<file path="src/sv/tsa_pkg.sv">
// Shared types and constants for the touch sample averager.
// Used by the controller, datapath and top level; depends on nothing.
package tsa_pkg;

	localparam int SAMPLE_W   = 12;
	localparam int PRESS_W    = 16;
	localparam int PROD_W     = 24;
	localparam int SPR_W      = 4;
	localparam int CFG_IDX_W  = 2;
	localparam int CFG_DATA_W = 16;

	localparam logic [SAMPLE_W-1:0]  SAMPLE_MAX = 12'd4095;
	localparam logic [SPR_W-1:0]     SPR_RESET  = 4'd2;
	localparam logic [PRESS_W-1:0]   THR_RESET  = 16'd15;

	localparam logic [CFG_IDX_W-1:0] REG_SAMPLES_PER_REPORT = 2'd0;
	localparam logic [CFG_IDX_W-1:0] REG_PRESS_LIMIT        = 2'd1;

	typedef enum logic [3:0] {
		ST_IDLE,
		ST_CHECK,
		ST_P_START,
		ST_P_WAIT,
		ST_DECIDE,
		ST_X_START,
		ST_X_WAIT,
		ST_Y_START,
		ST_Y_WAIT,
		ST_A_START,
		ST_A_WAIT,
		ST_EMIT
	} state_t;

	typedef enum logic [1:0] {
		SEL_PRESS,
		SEL_AVG_X,
		SEL_AVG_Y,
		SEL_AVG_P
	} div_sel_t;

	typedef struct packed {
		logic     load;
		logic     check;
		logic     div_start;
		div_sel_t div_sel;
		logic     div_capture;
		logic     emit;
	} cmd_t;

	typedef struct packed {
		logic good;
		logic z1_zero;
		logic div_done;
		logic group_end;
		logic any_good;
		logic out_free;
	} status_t;

endpackage

</file>
<file path="src/sv/tsa_divider.sv">
// Restoring unsigned divider, one quotient bit per cycle.
// Stand-alone; used by the datapath for pressure and average divisions.
module tsa_divider #(
	parameter int DW = 24,
	parameter int VW = 12
) (
	input  logic          clk,
	input  logic          arst_n,
	input  logic          start,
	input  logic [DW-1:0] dividend,
	input  logic [VW-1:0] divisor,
	output logic          done,
	output logic [DW-1:0] quotient
);

	localparam int CW = $clog2(DW + 1);

	logic [VW-1:0] rem_q;
	logic [VW-1:0] div_q;
	logic [DW-1:0] quo_q;
	logic [CW-1:0] cnt_q;
	logic          busy_q;
	logic          done_q;
	logic [VW:0]   trial;
	logic          fits;
	logic [VW:0]   diff;

	assign trial = {rem_q, quo_q[DW-1]};
	assign fits  = trial >= {1'b0, div_q};
	assign diff  = trial - {1'b0, div_q};

	always_ff @(posedge clk or negedge arst_n) begin
		if (!arst_n) begin
			busy_q <= 1'b0;
			done_q <= 1'b0;
			cnt_q  <= '0;
		end else begin
			done_q <= 1'b0;
			if (start) begin
				busy_q <= 1'b1;
				cnt_q  <= CW'(DW);
			end else if (busy_q) begin
				cnt_q <= cnt_q - 1'b1;
				if (cnt_q == CW'(1)) begin
					busy_q <= 1'b0;
					done_q <= 1'b1;
				end
			end
		end
	end

	always_ff @(posedge clk) begin
		if (start) begin
			rem_q <= '0;
			div_q <= divisor;
			quo_q <= dividend;
		end else if (busy_q) begin
			rem_q <= fits ? diff[VW-1:0] : trial[VW-1:0];
			quo_q <= {quo_q[DW-2:0], fits};
		end
	end

	assign done     = done_q;
	assign quotient = quo_q;

	a_start_busy: assert property (@(posedge clk) disable iff (!arst_n)
		start |=> busy_q)
		else $error("divider did not go busy after start");

	a_done_idle: assert property (@(posedge clk) disable iff (!arst_n)
		done_q |-> !busy_q)
		else $error("divider signaled done while still iterating");

endmodule

</file>
<file path="src/sv/tsa_datapath.sv">
// Datapath: input latch, product register, group accumulators, config
// registers, shared divider and output register. Depends on tsa_pkg, tsa_divider.
module tsa_datapath #(
	parameter int MAX_GROUP = 8
) (
	input  logic                            clk,
	input  logic                            arst_n,
	input  tsa_pkg::cmd_t                   cmd,
	output tsa_pkg::status_t                status,
	input  logic [tsa_pkg::SAMPLE_W-1:0]    x_sample,
	input  logic [tsa_pkg::SAMPLE_W-1:0]    y_sample,
	input  logic [tsa_pkg::SAMPLE_W-1:0]    z1_sample,
	input  logic [tsa_pkg::SAMPLE_W-1:0]    z2_sample,
	input  logic                            sample_ok,
	input  logic                            cfg_wen,
	input  logic [tsa_pkg::CFG_IDX_W-1:0]   cfg_index,
	input  logic [tsa_pkg::CFG_DATA_W-1:0]  cfg_wdata,
	input  logic                            out_ready,
	output logic                            out_valid,
	output logic [tsa_pkg::SAMPLE_W-1:0]    pos_x,
	output logic [tsa_pkg::SAMPLE_W-1:0]    pos_y,
	output logic [tsa_pkg::PRESS_W-1:0]     mean_press,
	output logic                            pressed,
	output logic                            report_valid
);
	import tsa_pkg::*;

	localparam int CNT_W   = $clog2(MAX_GROUP + 1);
	localparam int XACC_W  = SAMPLE_W + $clog2(MAX_GROUP);
	localparam int PACC_W  = PRESS_W + $clog2(MAX_GROUP);
	localparam int DIV_W   = (PACC_W > PROD_W) ? PACC_W : PROD_W;
	localparam int CMP_W   = (CNT_W > SPR_W) ? CNT_W : SPR_W;

	logic [SAMPLE_W-1:0] x_q, y_q, z1_q, z2_q;
	logic                ok_q;
	logic [PROD_W-1:0]   prod_q;
	logic [CNT_W-1:0]    grp_cnt_q, good_cnt_q;
	logic [XACC_W-1:0]   x_acc_q, y_acc_q;
	logic [PACC_W-1:0]   p_acc_q;
	logic [SAMPLE_W-1:0] held_x_q, held_y_q;
	logic [SAMPLE_W-1:0] avg_x_q, avg_y_q;
	logic [PRESS_W-1:0]  avg_p_q;
	logic [SPR_W-1:0]    spr_q;
	logic [PRESS_W-1:0]  thr_q;
	logic                out_valid_q;

	logic                good;
	logic [CMP_W-1:0]    group_len;
	logic [DIV_W-1:0]    div_dividend;
	logic [SAMPLE_W-1:0] div_divisor;
	logic                div_done;
	logic [DIV_W-1:0]    div_quotient;

	// A sample counts only if the transfer was clean and both axes are off the rails.
	assign good = ok_q && (x_q != '0) && (x_q != SAMPLE_MAX)
		&& (y_q != '0) && (y_q != SAMPLE_MAX);

	always_comb begin
		if (spr_q == '0) begin
			group_len = CMP_W'(1);
		end else if (CMP_W'(spr_q) > CMP_W'(MAX_GROUP)) begin
			group_len = CMP_W'(MAX_GROUP);
		end else begin
			group_len = CMP_W'(spr_q);
		end
	end

	always_comb begin
		case (cmd.div_sel)
			SEL_PRESS: begin
				div_dividend = DIV_W'(prod_q);
				div_divisor  = z1_q;
			end
			SEL_AVG_X: begin
				div_dividend = DIV_W'(x_acc_q);
				div_divisor  = SAMPLE_W'(good_cnt_q);
			end
			SEL_AVG_Y: begin
				div_dividend = DIV_W'(y_acc_q);
				div_divisor  = SAMPLE_W'(good_cnt_q);
			end
			default: begin
				div_dividend = DIV_W'(p_acc_q);
				div_divisor  = SAMPLE_W'(good_cnt_q);
			end
		endcase
	end

	tsa_divider #(
		.DW(DIV_W),
		.VW(SAMPLE_W)
	) u_div (
		.clk      (clk),
		.arst_n   (arst_n),
		.start    (cmd.div_start),
		.dividend (div_dividend),
		.divisor  (div_divisor),
		.done     (div_done),
		.quotient (div_quotient)
	);

	// Input latch and product register.
	always_ff @(posedge clk) begin
		if (cmd.load) begin
			x_q  <= x_sample;
			y_q  <= y_sample;
			z1_q <= z1_sample;
			z2_q <= z2_sample;
			ok_q <= sample_ok;
		end
		if (cmd.check) begin
			prod_q <= PROD_W'(z2_q) * PROD_W'(x_q);
		end
		if (cmd.div_capture) begin
			case (cmd.div_sel)
				SEL_AVG_X: avg_x_q <= div_quotient[SAMPLE_W-1:0];
				SEL_AVG_Y: avg_y_q <= div_quotient[SAMPLE_W-1:0];
				SEL_AVG_P: avg_p_q <= div_quotient[PRESS_W-1:0];
				default:   ;
			endcase
		end
	end

	// Group state, held position and configuration.
	always_ff @(posedge clk or negedge arst_n) begin
		if (!arst_n) begin
			grp_cnt_q  <= '0;
			good_cnt_q <= '0;
			x_acc_q    <= '0;
			y_acc_q    <= '0;
			p_acc_q    <= '0;
			held_x_q   <= '0;
			held_y_q   <= '0;
			spr_q      <= SPR_RESET;
			thr_q      <= THR_RESET;
		end else begin
			if (cfg_wen) begin
				case (cfg_index)
					REG_SAMPLES_PER_REPORT: spr_q <= cfg_wdata[SPR_W-1:0];
					REG_PRESS_LIMIT:        thr_q <= cfg_wdata[PRESS_W-1:0];
					default: ;
				endcase
			end
			if (cmd.check) begin
				grp_cnt_q <= grp_cnt_q + 1'b1;
				if (good) begin
					good_cnt_q <= good_cnt_q + 1'b1;
					x_acc_q    <= x_acc_q + XACC_W'(x_q);
					y_acc_q    <= y_acc_q + XACC_W'(y_q);
				end
			end
			if (cmd.div_capture && (cmd.div_sel == SEL_PRESS)) begin
				p_acc_q <= p_acc_q + PACC_W'(div_quotient[PRESS_W-1:0]);
			end
			if (cmd.emit) begin
				grp_cnt_q  <= '0;
				good_cnt_q <= '0;
				x_acc_q    <= '0;
				y_acc_q    <= '0;
				p_acc_q    <= '0;
				if (good_cnt_q != '0) begin
					held_x_q <= avg_x_q;
					held_y_q <= avg_y_q;
				end
			end
		end
	end

	// Output register.
	always_ff @(posedge clk or negedge arst_n) begin
		if (!arst_n) begin
			out_valid_q <= 1'b0;
		end else begin
			out_valid_q <= cmd.emit || (out_valid_q && !out_ready);
		end
	end

	always_ff @(posedge clk) begin
		if (cmd.emit) begin
			if (good_cnt_q != '0) begin
				pos_x        <= avg_x_q;
				pos_y        <= avg_y_q;
				mean_press   <= avg_p_q;
				pressed      <= avg_p_q > thr_q;
				report_valid <= 1'b1;
			end else begin
				pos_x        <= held_x_q;
				pos_y        <= held_y_q;
				mean_press   <= '0;
				pressed      <= 1'b0;
				report_valid <= 1'b0;
			end
		end
	end

	assign out_valid = out_valid_q;

	assign status.good      = good;
	assign status.z1_zero   = (z1_q == '0);
	assign status.div_done  = div_done;
	assign status.group_end = CMP_W'(grp_cnt_q) >= group_len;
	assign status.any_good  = (good_cnt_q != '0);
	assign status.out_free  = !out_valid_q || out_ready;

	a_good_le_group: assert property (@(posedge clk) disable iff (!arst_n)
		good_cnt_q <= grp_cnt_q)
		else $error("good sample count exceeds group count");

endmodule

</file>
<file path="src/sv/tsa_ctrl.sv">
// Controller state machine: sequences accept, pressure divide, group close,
// three average divides and the report hand-off. Depends on tsa_pkg.
module tsa_ctrl (
	input  logic             clk,
	input  logic             arst_n,
	input  logic             in_valid,
	output logic             in_ready,
	input  tsa_pkg::status_t status,
	output tsa_pkg::cmd_t    cmd
);
	import tsa_pkg::*;

	state_t state_q, state_d;

	always_ff @(posedge clk or negedge arst_n) begin
		if (!arst_n) begin
			state_q <= ST_IDLE;
		end else begin
			state_q <= state_d;
		end
	end

	always_comb begin
		state_d = state_q;
		case (state_q)
			ST_IDLE:    if (in_valid) state_d = ST_CHECK;
			ST_CHECK: begin
				state_d = (status.good && !status.z1_zero) ? ST_P_START : ST_DECIDE;
			end
			ST_P_START: state_d = ST_P_WAIT;
			ST_P_WAIT:  if (status.div_done) state_d = ST_DECIDE;
			ST_DECIDE: begin
				if (!status.group_end) begin
					state_d = ST_IDLE;
				end else if (status.any_good) begin
					state_d = ST_X_START;
				end else begin
					state_d = ST_EMIT;
				end
			end
			ST_X_START: state_d = ST_X_WAIT;
			ST_X_WAIT:  if (status.div_done) state_d = ST_Y_START;
			ST_Y_START: state_d = ST_Y_WAIT;
			ST_Y_WAIT:  if (status.div_done) state_d = ST_A_START;
			ST_A_START: state_d = ST_A_WAIT;
			ST_A_WAIT:  if (status.div_done) state_d = ST_EMIT;
			ST_EMIT:    if (status.out_free) state_d = ST_IDLE;
			default:    state_d = ST_IDLE;
		endcase
	end

	always_comb begin
		cmd          = '0;
		cmd.div_sel  = SEL_PRESS;
		in_ready     = 1'b0;
		case (state_q)
			ST_IDLE: begin
				in_ready = 1'b1;
				cmd.load = in_valid;
			end
			ST_CHECK:   cmd.check = 1'b1;
			ST_P_START: cmd.div_start = 1'b1;
			ST_P_WAIT:  cmd.div_capture = status.div_done;
			ST_X_START: begin
				cmd.div_sel   = SEL_AVG_X;
				cmd.div_start = 1'b1;
			end
			ST_X_WAIT: begin
				cmd.div_sel     = SEL_AVG_X;
				cmd.div_capture = status.div_done;
			end
			ST_Y_START: begin
				cmd.div_sel   = SEL_AVG_Y;
				cmd.div_start = 1'b1;
			end
			ST_Y_WAIT: begin
				cmd.div_sel     = SEL_AVG_Y;
				cmd.div_capture = status.div_done;
			end
			ST_A_START: begin
				cmd.div_sel   = SEL_AVG_P;
				cmd.div_start = 1'b1;
			end
			ST_A_WAIT: begin
				cmd.div_sel     = SEL_AVG_P;
				cmd.div_capture = status.div_done;
			end
			ST_EMIT:    cmd.emit = status.out_free;
			default:    ;
		endcase
	end

endmodule

</file>
<file path="src/sv/touch_sample_averager_unit.sv">
// Top level of the touch sample averager: channel ports, controller and datapath.
// Depends on tsa_pkg, tsa_ctrl, tsa_datapath (and through it tsa_divider).
//
//   Channel   Direction  Carries
//   s_axis    in         one conversion set per beat (X, Y, Z1, Z2, transfer ok)
//   m_axis    out        one averaged report per closed group
//   cfg       in         register writes: 0 samples_per_report, 1 pressure limit
//
// A good sample beat with nonzero Z1 is followed by the Z2*X product, a 24-step
// bit-serial divide by Z1, a decide step and a return to idle, and only then is the
// next beat accepted. A dropped sample or a Z1 of zero skips the divide. Closing a
// group adds three divides for the X, Y and pressure averages, plus loading the
// report. All of these divides run on the one shared divider.
// After reset the block is idle and ready at once, with the group cleared and the held
// position at zero. The report sits in an output register, so a stalled m_axis only
// holds the block when a second report is ready to be loaded before the first is taken.
module touch_sample_averager_unit #(
	parameter int MAX_GROUP = 8
) (
	input  logic                           clk,
	input  logic                           arst_n,
	input  logic                           s_axis_tvalid,
	output logic                           s_axis_tready,
	// x_sample[11:0], y_sample[23:12], z1_sample[35:24], z2_sample[47:36]
	input  logic [47:0]                    s_axis_tdata,
	// sample_ok[0]
	input  logic [0:0]                     s_axis_tuser,
	output logic                           m_axis_tvalid,
	input  logic                           m_axis_tready,
	// pos_x[11:0], pos_y[23:12], mean_press[39:24]
	output logic [39:0]                    m_axis_tdata,
	// pressed[0], report_valid[1]
	output logic [1:0]                     m_axis_tuser,
	input  logic                           cfg_wen,
	input  logic [tsa_pkg::CFG_IDX_W-1:0]  cfg_index,
	input  logic [tsa_pkg::CFG_DATA_W-1:0] cfg_wdata
);
	import tsa_pkg::*;

	cmd_t                cmd;
	status_t             status;
	logic [SAMPLE_W-1:0] pos_x, pos_y;
	logic [PRESS_W-1:0]  mean_press;
	logic                pressed, report_valid;

	tsa_ctrl u_ctrl (
		.clk      (clk),
		.arst_n   (arst_n),
		.in_valid (s_axis_tvalid),
		.in_ready (s_axis_tready),
		.status   (status),
		.cmd      (cmd)
	);

	tsa_datapath #(
		.MAX_GROUP(MAX_GROUP)
	) u_dp (
		.clk          (clk),
		.arst_n       (arst_n),
		.cmd          (cmd),
		.status       (status),
		.x_sample     (s_axis_tdata[11:0]),
		.y_sample     (s_axis_tdata[23:12]),
		.z1_sample    (s_axis_tdata[35:24]),
		.z2_sample    (s_axis_tdata[47:36]),
		.sample_ok    (s_axis_tuser[0]),
		.cfg_wen      (cfg_wen),
		.cfg_index    (cfg_index),
		.cfg_wdata    (cfg_wdata),
		.out_ready    (m_axis_tready),
		.out_valid    (m_axis_tvalid),
		.pos_x        (pos_x),
		.pos_y        (pos_y),
		.mean_press   (mean_press),
		.pressed      (pressed),
		.report_valid (report_valid)
	);

	assign m_axis_tdata = {mean_press, pos_y, pos_x};
	assign m_axis_tuser = {report_valid, pressed};

	// A report without any good sample can never claim a press.
	a_pressed_needs_valid: assert property (@(posedge clk) disable iff (!arst_n)
		m_axis_tvalid && m_axis_tuser[0] |-> m_axis_tuser[1])
		else $error("pressed reported without a good sample");

	// An empty group reports zero pressure.
	a_empty_zero_press: assert property (@(posedge clk) disable iff (!arst_n)
		m_axis_tvalid && !m_axis_tuser[1] |-> m_axis_tdata[39:24] == '0)
		else $error("nonzero pressure in a report with no good sample");

endmodule
</file>
<file path="config.mk">
export PLATFORM = sky130hd
export DESIGN_NAME = touch_sample_averager_unit
export DESIGN_NICKNAME = d
export VERILOG_FILES = /design/src/sv/tsa_pkg.sv /design/src/sv/tsa_divider.sv /design/src/sv/tsa_datapath.sv /design/src/sv/tsa_ctrl.sv /design/src/sv/touch_sample_averager_unit.sv
export SDC_FILE = /design/constraint.sdc
export NUM_CORES = 1
export LEC_CHECK = 0
export ABC_AREA = 1
export BUFFER_PORTS_ARGS = -buffer_cell sky130_fd_sc_hd__buf_2
export CAP_MARGIN = 20
export CORE_MARGIN = 5
export CORE_UTILIZATION = 54
export DETAILED_ROUTE_END_ITERATION = 12
export GPL_TIMING_DRIVEN = 0
export HOLD_SLACK_MARGIN = 0.03
export MAX_ROUTING_LAYER = met4
export PLACE_DENSITY = 0.72
export SLEW_MARGIN = 20
export SYNTH_ARGS = -nofsm -noshare
export SYNTH_HDL_FRONTEND = slang
export SYNTH_SLANG_ARGS = --single-unit
</file>
<file path="constraint.sdc">
create_clock -name clk -period 5.7 [get_ports clk]
set_clock_uncertainty 0.2 [all_clocks]
set_input_delay 0.855 -clock clk [delete_from_list [all_inputs] [get_ports clk]]
set_output_delay 0.855 -clock clk [all_outputs]
set_load 0.1 [all_outputs]
</file>
---- Word level (Yosys, flattened, before mapping) ----
Cells that the tools add are included.
storage, ports and cells
  register bits after elaboration ......... 316
  input bits .............................. 72
  output and inout port bits .............. 44
  word-level logic and storage cells ...... 152
operators by class
  add/sub/neg operators ................... 7
  multiply operators ...................... 1
  magnitude comparators ................... 4
  eq/ne operators ......................... 24
  multiplexer cells ....................... 48
  reductions and logical operators ........ 36
operators with widths
  operator                                              count
  two-way mux 15 bit                                    6
  one-hot mux 24 bit (3 select lines)                   1
  two-way mux 4 bit                                     16
  two-way mux 24 bit                                    2
  one-hot mux 4 bit (12 select lines)                   1
  two-way mux 19 bit                                    2
  two-way mux 12 bit                                    3
  adder 15 x 12 -> 15 bit                               2
  multiplier 12 x 12 -> 24 bit                          1
  != test 12 bit (second input constant)                2
  nonzero test 12 bit                                   2
  adder 19 x 16 -> 19 bit                               1
  equality test 4 x 3 -> 1 bit (second input constant)  4
  equality test 4 bit (second input constant)           4
  > comparator 16 bit                                   1
  >= comparator 13 x 12 -> 1 bit                        1
  two-way mux 1 bit                                     13
  logical NOT 12 bit                                    1
  AND reduction 2 bit                                   6
  subtractor 12 bit                                     1
  two-way mux 5 bit                                     2
  != test 2 x 1 -> 1 bit (second input constant)        5
  adder 4 x 1 -> 4 bit (second input constant)          2
  equality test 4 x 2 -> 1 bit (second input constant)  2
  other kinds (20)                                      39

---- Logic depth before layout (Yosys ltp) ----
Gate-level depths: netlist (run 1).
  depth after elaboration ................. 8
  gate-level depth with buffers ........... 21
  gate-level depth less buffers ........... 20

---- Hierarchy ----
A second synthesis (run 1) with hierarchy kept.
unflattened totals
  cell total of the unflattened synthesis .. 2592
  area total of the unflattened synthesis .. 21390.5 um^2
by module, submodules not included
  module                      times used  cells an instance  area each (um^2)  sequential area each (um^2)
  tsa_datapath                1           2126               17847.1           7213.2
  tsa_divider                 1           385                3091.7            1496.4
  tsa_ctrl                    1           79                 436.7             100.1
  touch_sample_averager_unit  1           2                  15.0              0.0

---- Least setup slack after synthesis (run 1) ----
OpenSTA, ideal clock, no wires.
  path type ............................... register to register
  start ................................... register u_dp.x_q[5]
  end ..................................... register u_dp.prod_q[20] (data pin)
  setup time .............................. 0.252 ns
  arrival ................................. 4.621 ns
  required time ........................... 5.248 ns
  setup slack ............................. 0.627 ns
  cell stages (with the launch flop) ...... 20
  buffers on the path ..................... 1
  clock period less this slack ............ 5.073 ns
  cell sequence ........................... edfxtp_1 clkbuf_1 nand2_1 fa_1 inv_1 fa_1 fa_1 fa_1 inv_1 fa_1 inv_1 ha_1 a21oi_1 o21ai_0 inv_1 nor2_1 nor3_1 nand2_1 nand2_1 nand2_1
between the ends
  word-level cells in the longest chain between the ends .. 1
RTL lines
  element                       RTL line             source
  start, declared               tsa_datapath.sv:34   logic [SAMPLE_W-1:0] x_q, y_q, z1_q, z2_q;
  start signal, assigned        tsa_datapath.sv:105  x_q <= x_sample;
  multiplier 12 x 12 -> 24 bit  tsa_datapath.sv:112  prod_q <= PROD_W'(z2_q) * PROD_W'(x_q);
  end signal, assigned          tsa_datapath.sv:112
  end, declared                 tsa_datapath.sv:36   logic [PROD_W-1:0] prod_q;
Every way passes these cells.
A chain may end at the register's enable or synchronous reset.

---- Worst setup path in the final report (run 1) ----
  start ................................... register u_dp.x_q[11]
  end ..................................... register u_dp.prod_q[21] (data pin)
The elaborated chain is that of the path after synthesis.

==> results by group, run 1 <==
Status
  – Status: completed

Synth
  – Share of the synthesized area in the top cell type: 27.4%
  – Share of the yosys chip area belonging to registers: 42.0%
  – Post-synthesis cell type count: 47
  – Post-synthesis cell area: 21000 sq um
  – Asr flop ratio synth: 35.8%
  – Post-synth EDFFs: 191
  – Post-Syn Nets: 2802
  – Synth warn: 0
  – Post-synth top cells: nand2_1 (751), inv_1 (430), nor2_1 (196)
  – Count of mapped cells out of synthesis: 2487
  – Most common cell in the netlist: nand2_1
  – Seq cells post-synth: 316
  – Predominant post-synthesis flop cell: edfxtp_1
  – Area leader, netlist: edfxtp_1
  – Main area contributors after synthesis: edfxtp_1 (27%), nand2_1 (13%), dfrtp_1 (13%)
  – Avg Inst Size Synth: 8.43 sq um

GRT
  – Vias in the first global route: 16700
  – Overall Global Routing Usage: 24.2%
  – First-pass GRT wire length: 82.9 mm
  – Initial antenna violation count: 0
  – Total congestion overflow: 0
  – Pin count of the biggest net entering global routing: 59

Clock network
  – Cts bufs inserted: 37
  – Reg clk slew, reported paths: 0.06 ns
  – CTS sink cnt: 316
  – Clock Latency Late Sink: 0.56 ns
  – CTS tree: built
  – Max Root-Sink Buffers: 3
  – CTS Root Cell: clkbuf_16
  – H-tree lvl count: 2

Critical path
  – WP data arrival: 5.52 ns
  – Critical Path RT: 5.80 ns
  – CP Capture Type: flip-flop
  – Crit path max fanout: 10
  – FF-to-FF setup slack: 0.28 ns
  – Crit Path Class: reg2reg
  – Crit path launch type: flip-flop

Floorplan
  – Die Area: 42900 sq um
  – Starting density of the core: 54.4%
  – Die extent in x: 207 um
  – Core Area: 38600 sq um
  – Num ports: 116
  – Vert. Die Dim: 207 um
  – Row cnt: 72

Routing
  – Post-route ant nets: 0
  – Via count: 16500
  – DRT Pass-1 Iters: 5
  – Routed WL: 50.2 mm
  – DRC errors left: 0
  – Vias/cell: 5.15
  – Drt wl/cell: 15.7 um
  – DR iter-0 viols: 1014

Hold path
  – Tightest Hold Check Type: in2async

Timing
  – Rel. slew slack: 26.5%
  – Final Setup Violations: 0
  – FMAX: 184 MHz
  – Max Slew Vio Count: 0
  – Fin crit share: 95.1%
  – WHS: 0.0522 ns
  – Fin. Hold Viols: 0
  – Final min period: 5.42 ns
  – Worst-Margin Slew: 1.10 ns

Cells and area
  – Ant. Diodes: 0
  – Share of layout cells above drive strength 1: 10.3%
  – Fillcell total: 3466
  – Multi-input logic area: 10200 sq um
  – Final Net Count: 2970
  – Layout area overhead: 12.4%
  – Sequential cell area: 8810 sq um

Job
  – Maxcap violations: 0

Placed design
  – Routability cong.: 0.970
  – Post-DP HPWL: 39.2 mm
  – Buffers on Ports: 115
[area by class of cell]
class | instances | area share (%)
Timing Repair Buffer | 133 | 3.14
Buffer | 61 | 1.48
Inverter | 442 | 7.06
Clock buffer | 51 | 4.32
Tap cell | 518 | 2.75
Multi-Input combinational cell | 1664 | 43.1
Clock inverter | 17 | 0.722
Sequential cell | 316 | 37.4
[repair_timing]
| action | 4_1_cts | 5_1_grt |
|---|---|---|
| hold buffers | 0 | 0 |
| setup buffers | 0 | 10 |
| resized for setup | 5 | 32 |
| endpoints found under the setup margin | 2 | 12 |
[layout by cell type, fill, tap and decap left out, types with 12 or more instances in the layout]
cell type and instances:
a21oi_1 78, buf_2 129, buf_4 22, clkbuf_1 24
clkbuf_16 37, clkbuf_2 12, dfrtp_1 108, dfxtp_1 12
edfxtp_1 191, fa_1 104, ha_1 139, inv_1 430
nand2_1 751, nand3_1 117, nand4_1 29, nor2_1 196
o21ai_0 100, o21ai_1 13, o22ai_1 21, xnor2_1 16
xor2_1 23
[registers in the layout (all words and copies together), names as in the netlist, 5 cells and up]
name                 flops
u_dp.prod_q             24
u_dp.u_div.quotient     24
u_dp.p_acc_q            19
u_dp.avg_p_q            16
u_dp.mean_press         16
u_dp.thr_q              16
u_dp.x_acc_q            15
u_dp.y_acc_q            15
u_dp.avg_x_q            12
u_dp.avg_y_q            12
u_dp.held_x_q           12
u_dp.held_y_q           12
u_dp.pos_x              12
u_dp.pos_y              12
u_dp.u_div.div_q        12
u_dp.u_div.rem_q        12
u_dp.x_q                12
u_dp.y_q                12
u_dp.z1_q               12
u_dp.z2_q               12
u_dp.u_div.cnt_q         5
[routing by layer]
metal	share of wire (%)	vias to the layer above	global-route usage [%]
li1	-	8182	-
met1	42	7760	30.3
met2	48	427	39.1
met3	5.6	118	4.08
met4	4.0	0	10.1
met5	0	-	-
[through the flow]
stage               std cells  instance area (sq um)  TNS, ns  utilization, %  worst slack [ns]
finish                   3202                  23600        0            61.1             0.277
global route             3202                  23600  -0.0188            61.1           -0.0188
CTS                      3195                  23500        0            60.9            0.0107
detailed placement       3127                  22300  -0.0722            57.8           -0.0456
global placement         3120                  22200   -65.57            57.5             -1.35
floorplan                2487                  21000        0               -             0.627
[worst paths after layout]
check,startpoint,end,cells after the start
max in group asynchronous,arst_n,u_dp.p_acc_q[18]$_DFFE_PN0P_,2
hold reg to reg,u_dp.u_div.rem_q[7]$_SDFFE_PN0P_,u_dp.u_div.rem_q[7]$_SDFFE_PN0P_,2
setup reg to reg,u_dp.x_q[11]$_DFFE_PP_,u_dp.prod_q[21]$_DFFE_PP_,18
hold / removal,arst_n,u_dp.thr_q[13]$_DFFE_PN0P_,1
setup / recovery,u_dp.x_q[11]$_DFFE_PP_,u_dp.prod_q[21]$_DFFE_PP_,18
min in group clk,s_axis_tdata[18],u_dp.y_q[6]$_DFFE_PP_,1
[cell families (layout without fill, tap and decap cells)]
group | Yosys count | in the layout | share of synthesized area (%)
buffers and inverters | 507 | 704 | 9.54
xor gates and xnor gates | 39 | 39 | 1.63
and+or+nand+nor | 1146 | 1146 | 22.5
adders and majority gates | 243 | 243 | 18.2
DFF | 316 | 316 | 42.0
AOI/OAI and AO/OA | 236 | 236 | 6.03
[worst max-delay path: stages, from the launching register on]
cell and delay [ns]:
edfxtp_1 0.48, clkbuf_2 0.30, nand2_1 0.13, fa_1 0.55, fa_1 0.55, inv_1 0.06, fa_1 0.50, fa_1 0.54
inv_1 0.05, fa_1 0.52, inv_1 0.04, ha_1 0.37, nand2_1 0.12, nor2_1 0.23, inv_1 0.08, nor3_1 0.14
nand3_1 0.10, nand3_1 0.12, xor2_1 0.07
Power of run 1 is left out: the tool's default activity adds up to more than one toggle a clock period on the data nets, which glitch-free logic cannot reach.
==> run 2: changes to the inputs <==
- ABC_AREA: 1 -> not set
- CTS_BUF_LIST: not set -> sky130_fd_sc_hd__clkbuf_4 sky130_fd_sc_hd__clkbuf_8
==> run 2 against run 1 <==
Against the previous run: first-iteration DRC count up 0.79%; die area shrank 4.8%; global-route usage shrank 0.17 points; via count down 12%; setup slack got worse by 0.13 ns; hold slack better by 0.15 ns; design area decreased by 4.8%; routed wire length is 5.7% lower.
==> results by group, run 2 <==
Status
  – Status: completed (unchanged)

Floorplan
  – Row cnt: 70 (was 72)
  – Core Area: 36500 sq um (was 38600 sq um)
  – Die extent in x: 202 um (was 207 um)
  – Num ports: 116 (unchanged)
  – Die Area: 40800 sq um (was 42900 sq um)
  – Starting density of the core: 54.5% (was 54.4%)
  – Vert. Die Dim: 202 um (was 207 um)

GRT
  – First-pass GRT wire length: 76.7 mm (was 82.9 mm)
  – Vias in the first global route: 14600 (was 16700)
  – Total congestion overflow: 0 (unchanged)
  – Initial antenna violation count: 0 (unchanged)
  – Pin count of the biggest net entering global routing: 68 (was 59)
  – Overall Global Routing Usage: 24.0% (was 24.2%)

Critical path
  – Crit path max fanout: 10 (unchanged)
  – Most frequent CP cell: fa_1 (unchanged)
  – Sum of buffers and inverters on the critical path: 5 (unchanged)
  – Worst path cell trace: buf_4, and2_1, fa_1, inv_1, fa_1, inv_1, fa_1, fa_1, inv_1, fa_1, inv_1, ha_1, nand3_1, nor2_1, a2111oi_4, o21bai_2, or4_1, nand3_1 (was clkbuf_2, nand2_1, fa_1, fa_1, inv_1, fa_1, fa_1, inv_1, fa_1, inv_1, ha_1, nand2_1, nor2_1, inv_1, nor3_1, nand3_1, nand3_1, xor2_1)
  – Crit path launch type: flip-flop (unchanged)
  – CP Capture Type: flip-flop (unchanged)
  – Crit Path Class: reg2reg (unchanged)
  – Critical Path RT: 5.99 ns (was 5.80 ns)
  – WP data arrival: 5.84 ns (was 5.52 ns)
  – CP delay by family, top: adder cells (unchanged)
  – CP max stage cell: fa_1 (unchanged)
  – Worst stage delay on the critical path: 0.55 ns (about the same)

Timing
  – FMAX: 180 MHz (was 184 MHz)
  – Worst-Margin Slew: 0.822 ns (was 1.10 ns)
  – Fin. Hold Viols: 0 (unchanged)
  – Rel. slew slack: 45.0% (was 26.5%)
  – Max Slew Vio Count: 0 (unchanged)
  – Final min period: 5.55 ns (was 5.42 ns)
  – Fin crit share: 97.3% (was 95.1%)
  – Setup TNS: 0 ns (unchanged)
  – WHS: 0.198 ns (was 0.0522 ns)
  – Final Setup Violations: 0 (unchanged)

Placed design
  – Placed instance area: 21100 sq um (was 22300 sq um)
  – Post-DP HPWL: 35.5 mm (was 39.2 mm)
  – Buffers on Ports: 115 (unchanged)
  – Routability cong.: 0.942 (was 0.970)

Routing
  – Vias/cell: 5.65 (was 5.15)
  – DRC errors left: 0 (unchanged)
  – Drt wl/cell: 18.5 um (was 15.7 um)
  – Post-route ant nets: 0 (unchanged)
  – DR iter-0 viols: 1022 (was 1014)
  – DRT Pass-1 Iters: 7 (was 5)
  – Via count: 14400 (was 16500)
  – Routed WL: 47.3 mm (was 50.2 mm)

Job
  – Maxcap violations: 0 (unchanged)

Cells and area
  – Share of layout cells above drive strength 1: 16.4% (was 10.3%)
  – Commonest non-fill, non-tap cell in the layout: nand2_1 (unchanged)
  – Finished Cell Area: 22400 sq um (was 23600 sq um)
  – Commonest cells after routing, fill and taps aside: nand2_1 (255), inv_1 (194), edfxtp_1 (191) (was nand2_1 (751), inv_1 (430), nor2_1 (196))
  – Final Net Count: 2360 (was 2970)
  – Ant. Diodes: 0 (unchanged)
  – Layout area overhead: 12.7% (was 12.4%)

Synth
  – Post-Syn Nets: 2175 (was 2802)
  – Post-synth top cells: nand2_1 (255), inv_1 (194), edfxtp_1 (191) (was nand2_1 (751), inv_1 (430), nor2_1 (196))
  – Share of the yosys chip area belonging to registers: 44.3% (was 42.0%)
  – Post-synthesis cell area: 19900 sq um (was 21000 sq um)
  – Seq cells post-synth: 316 (unchanged)
  – Asr flop ratio synth: 35.8% (unchanged)
  – Post-synthesis cell type count: 75 (was 47)
  – Predominant post-synthesis flop cell: edfxtp_1 (unchanged)
  – Area leader, netlist: edfxtp_1 (unchanged)
  – Count of mapped cells out of synthesis: 1860 (was 2487)
  – Most common cell in the netlist: nand2_1 (unchanged)
  – Share of the synthesized area in the top cell type: 28.8% (was 27.4%)
  – Post-synth EDFFs: 191 (unchanged)
  – Avg Inst Size Synth: 10.7 sq um (was 8.43 sq um)
  – Synth warn: 0 (unchanged)
  – Main area contributors after synthesis: edfxtp_1 (29%), dfrtp_1 (14%), fa_1 (10%) (was edfxtp_1 (27%), nand2_1 (13%), dfrtp_1 (13%))

Clock network
  – H-tree lvl count: 2 (unchanged)
  – CTS tree: built (unchanged)
  – Reg clk slew, reported paths: 0.06 ns (about the same)
  – Max Root-Sink Buffers: 3 (unchanged)
  – CTS Root Cell: clkbuf_8 (was clkbuf_16)
  – Cts bufs inserted: 52 (was 37)
  – CTS sink cnt: 316 (unchanged)
  – Clock Latency Late Sink: 0.63 ns (was 0.56 ns)

Hold path
  – Tightest Hold Check Type: in2reg (was in2async)
==> run 2: changes by cell type after synthesis, sizes merged, moves of 17 or more <==
cell,before,now
a21o,2,32
nor2,204,83
and2,5,91
mux2,0,46
o21ai,113,63
a211oi,2,19
nand2,756,256
o22ai,21,0
inv,440,194
a21oi,81,53
a22o,0,17
xnor2,16,35
nand3,119,56
==> run 2: timing repair <==
action / 4_1_cts / 5_1_grt
pin swaps: 1 / 2
setup endpoints to repair: 9 / 7
hold endpoints to repair: 33 / 0
hold buffers: 1 / 0
buffers inserted: 10 / 7
resized for setup: 22 / 15
==> run 2: layout make-up <==
class	count	area, sq um
fill	2991	14100
multi-input combinational	1275	10100
sequential	316	8810
clock buffer	76	946
timing repair buffer	135	767
inverter	194	728
tap	468	586
buffer	71	342
clock inverter	21	175
==> run 2: kinds of logic (layout without fill, tap and decap cells) <==
family / after synthesis / in the layout / share of synthesized area (%)
xor+xnor: 66 / 66 / 2.90
buf+inv: 269 / 497 / 5.26
fa+ha+maj: 243 / 243 / 19.2
simple gates: 616 / 616 / 14.8
flops: 316 / 316 / 44.3
compound gates: 294 / 294 / 10.4
mux: 56 / 56 / 3.11
==> run 2: worst paths after layout <==
| path | slack [ns] | to | from | cells past startpoint |
|---|---|---|---|---|
| setup / recovery | 0.15 | u_dp.prod_q[17]$_DFFE_PP_ | u_dp.x_q[8]$_DFFE_PP_ | 18 |
| hold / removal | 0.20 | u_dp.z1_q[8]$_DFFE_PP_ | s_axis_tdata[32] | 1 |
| setup reg to reg | 0.15 | u_dp.prod_q[17]$_DFFE_PP_ | u_dp.x_q[8]$_DFFE_PP_ | 18 |
| hold reg to reg | 0.27 | u_dp.held_y_q[5]$_DFFE_PN0P_ | u_dp.held_y_q[5]$_DFFE_PN0P_ | 2 |
| max in group asynchronous | 4.01 | u_dp.p_acc_q[16]$_DFFE_PN0P_ | arst_n | 3 |
| min in group asynchronous | 0.59 | u_dp.thr_q[10]$_DFFE_PN0P_ | arst_n | 2 |
==> run 2: per-layer routing <==
metal  track usage, %  vias up  part of all wire [%]
met5                -        -                     0
met4             8.57        0                   3.4
met3             2.98       82                   6.1
met2             38.7      474                    48
met1             31.7     7029                    43
li1                 -     6858                     -
==> run 2: through the flow <==
stage | utilization (%) | setup WS [ns] | instances
after floorplan | - | 0.230 | 1860
after CTS | 61.2 | 0.00995 | 2551
after global placement | 57.7 | -0.414 | 2443
after detailed placement | 57.8 | -0.450 | 2445
final | 61.4 | 0.152 | 2556
after global routing | 61.4 | -0.00360 | 2556
Power of run 2 is left out for the same reason.
==> run 3: changes to the inputs <==
- clock period: 5.7 -> 5.45 ns (I/O delays scaled with it)
==> run 3 against run 2 <==
Against the previous run: routed wire length increased by 2.8%; design area up 1.6%; core utilization is 1.0 points higher; die area is the same; highest routed layer unchanged; critical endpoint unchanged; non-clock buffer count rose by 22; maximum frequency up 4.8%; global-route usage up 0.41 points.
==> results by group, run 3 (same netlist as run 2, synthesis figures left out) <==
Routing
  – DRC errors left: 0 (unchanged)
  – Drt wl/cell: 18.9 um (was 18.5 um)
  – Vias/cell: 5.63 (was 5.65)
  – Routed WL: 48.6 mm (was 47.3 mm)
  – Via count: 14500 (was 14400)
  – Post-route ant nets: 0 (unchanged)
  – DRT Pass-1 Iters: 6 (was 7)
  – DR iter-0 viols: 1025 (was 1022)

Cells and area
  – Ant. Diodes: 0 (unchanged)
  – Final Net Count: 2382 (was 2360)
  – Commonest cells after routing, fill and taps aside: nand2_1 (254), edfxtp_1 (191), inv_1 (189) (was nand2_1 (255), inv_1 (194), edfxtp_1 (191))
  – Post-layout utilization of the core: 62.4% (was 61.4%)
  – Share of layout cells above drive strength 1: 18.5% (was 16.4%)
  – Layout area overhead: 14.5% (was 12.7%)
  – Final cell count without fillers: 2578 (was 2556)
  – Commonest non-fill, non-tap cell in the layout: nand2_1 (unchanged)

Status
  – Status: completed (unchanged)

Floorplan
  – Die Area: 40800 sq um (unchanged)
  – Vert. Die Dim: 202 um (unchanged)
  – Num ports: 116 (unchanged)
  – Core Area: 36500 sq um (unchanged)
  – Starting density of the core: 54.5% (unchanged)
  – Die extent in x: 202 um (unchanged)
  – Row cnt: 70 (unchanged)

Clock network
  – CTS Root Cell: clkbuf_8 (unchanged)
  – Cts bufs inserted: 52 (unchanged)
  – Clock Latency Late Sink: 0.62 ns (was 0.63 ns)
  – Max Root-Sink Buffers: 3 (unchanged)
  – Reg clk slew, reported paths: 0.07 ns (was 0.06 ns)
  – H-tree lvl count: 2 (unchanged)
  – CTS sink cnt: 316 (unchanged)
  – CTS tree: built (unchanged)

Critical path
  – Crit Path Class: reg2reg (unchanged)
  – Crit path launch type: flip-flop (unchanged)
  – Crit path max fanout: 10 (unchanged)
  – WP data arrival: 5.58 ns (was 5.84 ns)
  – CP Capture Type: flip-flop (unchanged)
  – Critical Path RT: 5.74 ns (was 5.99 ns)

GRT
  – Total congestion overflow: 0 (unchanged)
  – Vias in the first global route: 14900 (was 14600)
  – Overall Global Routing Usage: 24.4% (was 24.0%)
  – Pin count of the biggest net entering global routing: 71 (was 68)
  – First-pass GRT wire length: 77.7 mm (was 76.7 mm)
  – Initial antenna violation count: 0 (unchanged)

Timing
  – Final worst slack: 0.156 ns (was 0.152 ns)
  – Max Slew Vio Count: 0 (unchanged)
  – Worst-Margin Slew: 0.862 ns (was 0.822 ns)
  – Final min period: 5.29 ns (was 5.55 ns)
  – Fin crit share: 97.1% (was 97.3%)
  – Rel. slew slack: 42.3% (was 45.0%)
  – Fin. Hold Viols: 0 (unchanged)
  – Final Setup Violations: 0 (unchanged)
  – FMAX: 189 MHz (was 180 MHz)

Placed design
  – Buffers on Ports: 115 (unchanged)
  – Routability cong.: 0.955 (was 0.942)
  – Post-Place Cells: 2445 (unchanged)
  – Dpl ws: -0.657 ns (was -0.450 ns)
  – Post-DP HPWL: 35.7 mm (was 35.5 mm)

Job
  – Maxcap violations: 0 (unchanged)

Hold path
  – Tightest Hold Check Type: in2reg (unchanged)
run 3: path summary, 6_finish.rpt:
path | start | to | slack, ns | cells after the start
worst min register to register | u_dp.held_y_q[5]$_DFFE_PN0P_ | u_dp.held_y_q[5]$_DFFE_PN0P_ | 0.27 | 2
worst min-delay path | s_axis_tdata[43] | u_dp.z2_q[7]$_DFFE_PP_ | 0.17 | 1
min in group asynchronous | arst_n | u_dp.held_x_q[10]$_DFFE_PN0P_ | 0.53 | 2
max in group asynchronous | arst_n | u_dp.spr_q[1]$_DFFE_PN1P_ | 3.79 | 3
worst max register to register | u_dp.x_q[4]$_DFFE_PP_ | u_dp.prod_q[17]$_DFFE_PP_ | 0.16 | 18
worst max-delay path | u_dp.x_q[4]$_DFFE_PP_ | u_dp.prod_q[17]$_DFFE_PP_ | 0.16 | 18
run 3: what timing repair did:
item | CTS | global route
gates resized for setup | 40 | 76
hold buffers | 1 | 0
endpoints found under the hold margin | 43 | 0
endpoints found under the setup margin | 11 | 8
setup buffers | 14 | 26
pin swaps | 3 | 40
run 3: routing by layer:
| metal | GRT usage [%] | share of wire, % | up-vias |
|---|---|---|---|
| met4 | 7.93 | 2.9 | 0 |
| li1 | - | - | 6886 |
| met3 | 3.42 | 6.4 | 82 |
| met5 | - | 0 | - |
| met1 | 32.1 | 42 | 7065 |
| met2 | 39.6 | 48 | 490 |
run 3: area by class of cell:
cell class | instances | area, sq um
fillers | 2915 | 13700
multi-input cells | 1275 | 10200
flip-flops and latches | 316 | 8810
repair buffers | 157 | 951
clock buffers | 68 | 848
inverters | 194 | 728
well taps | 468 | 586
plain buffers | 71 | 424
clock inverters | 29 | 220
run 3: worst max-delay path, cell delays in order (launching register included):
cell and delay [ns]:
edfxtp_1 0.41, buf_4 0.21, nand2_1 0.10, fa_1 0.56, fa_1 0.46, fa_1 0.51
inv_2 0.04, fa_1 0.47, inv_1 0.05, fa_1 0.49, inv_2 0.05, ha_4 0.24
a21o_1 0.19, a21oi_1 0.14, nor2b_1 0.08, a2111oi_4 0.26, o21bai_1 0.13, or4_4 0.52
nand3_1 0.09
run 3: stage by stage:
step / area (sq um) / setup TNS [ns] / hold slack (ns)
final: 22800 / 0 / 0.174
after global routing: 22800 / -0.0332 / 0.134
after CTS: 22400 / 0 / 0.125
after detailed placement: 21100 / -4.41 / 0.259
after global placement: 21100 / -4.19 / 0.251
after floorplan: 19900 / 0 / 0.240
Power of run 3 is left out for the same reason.
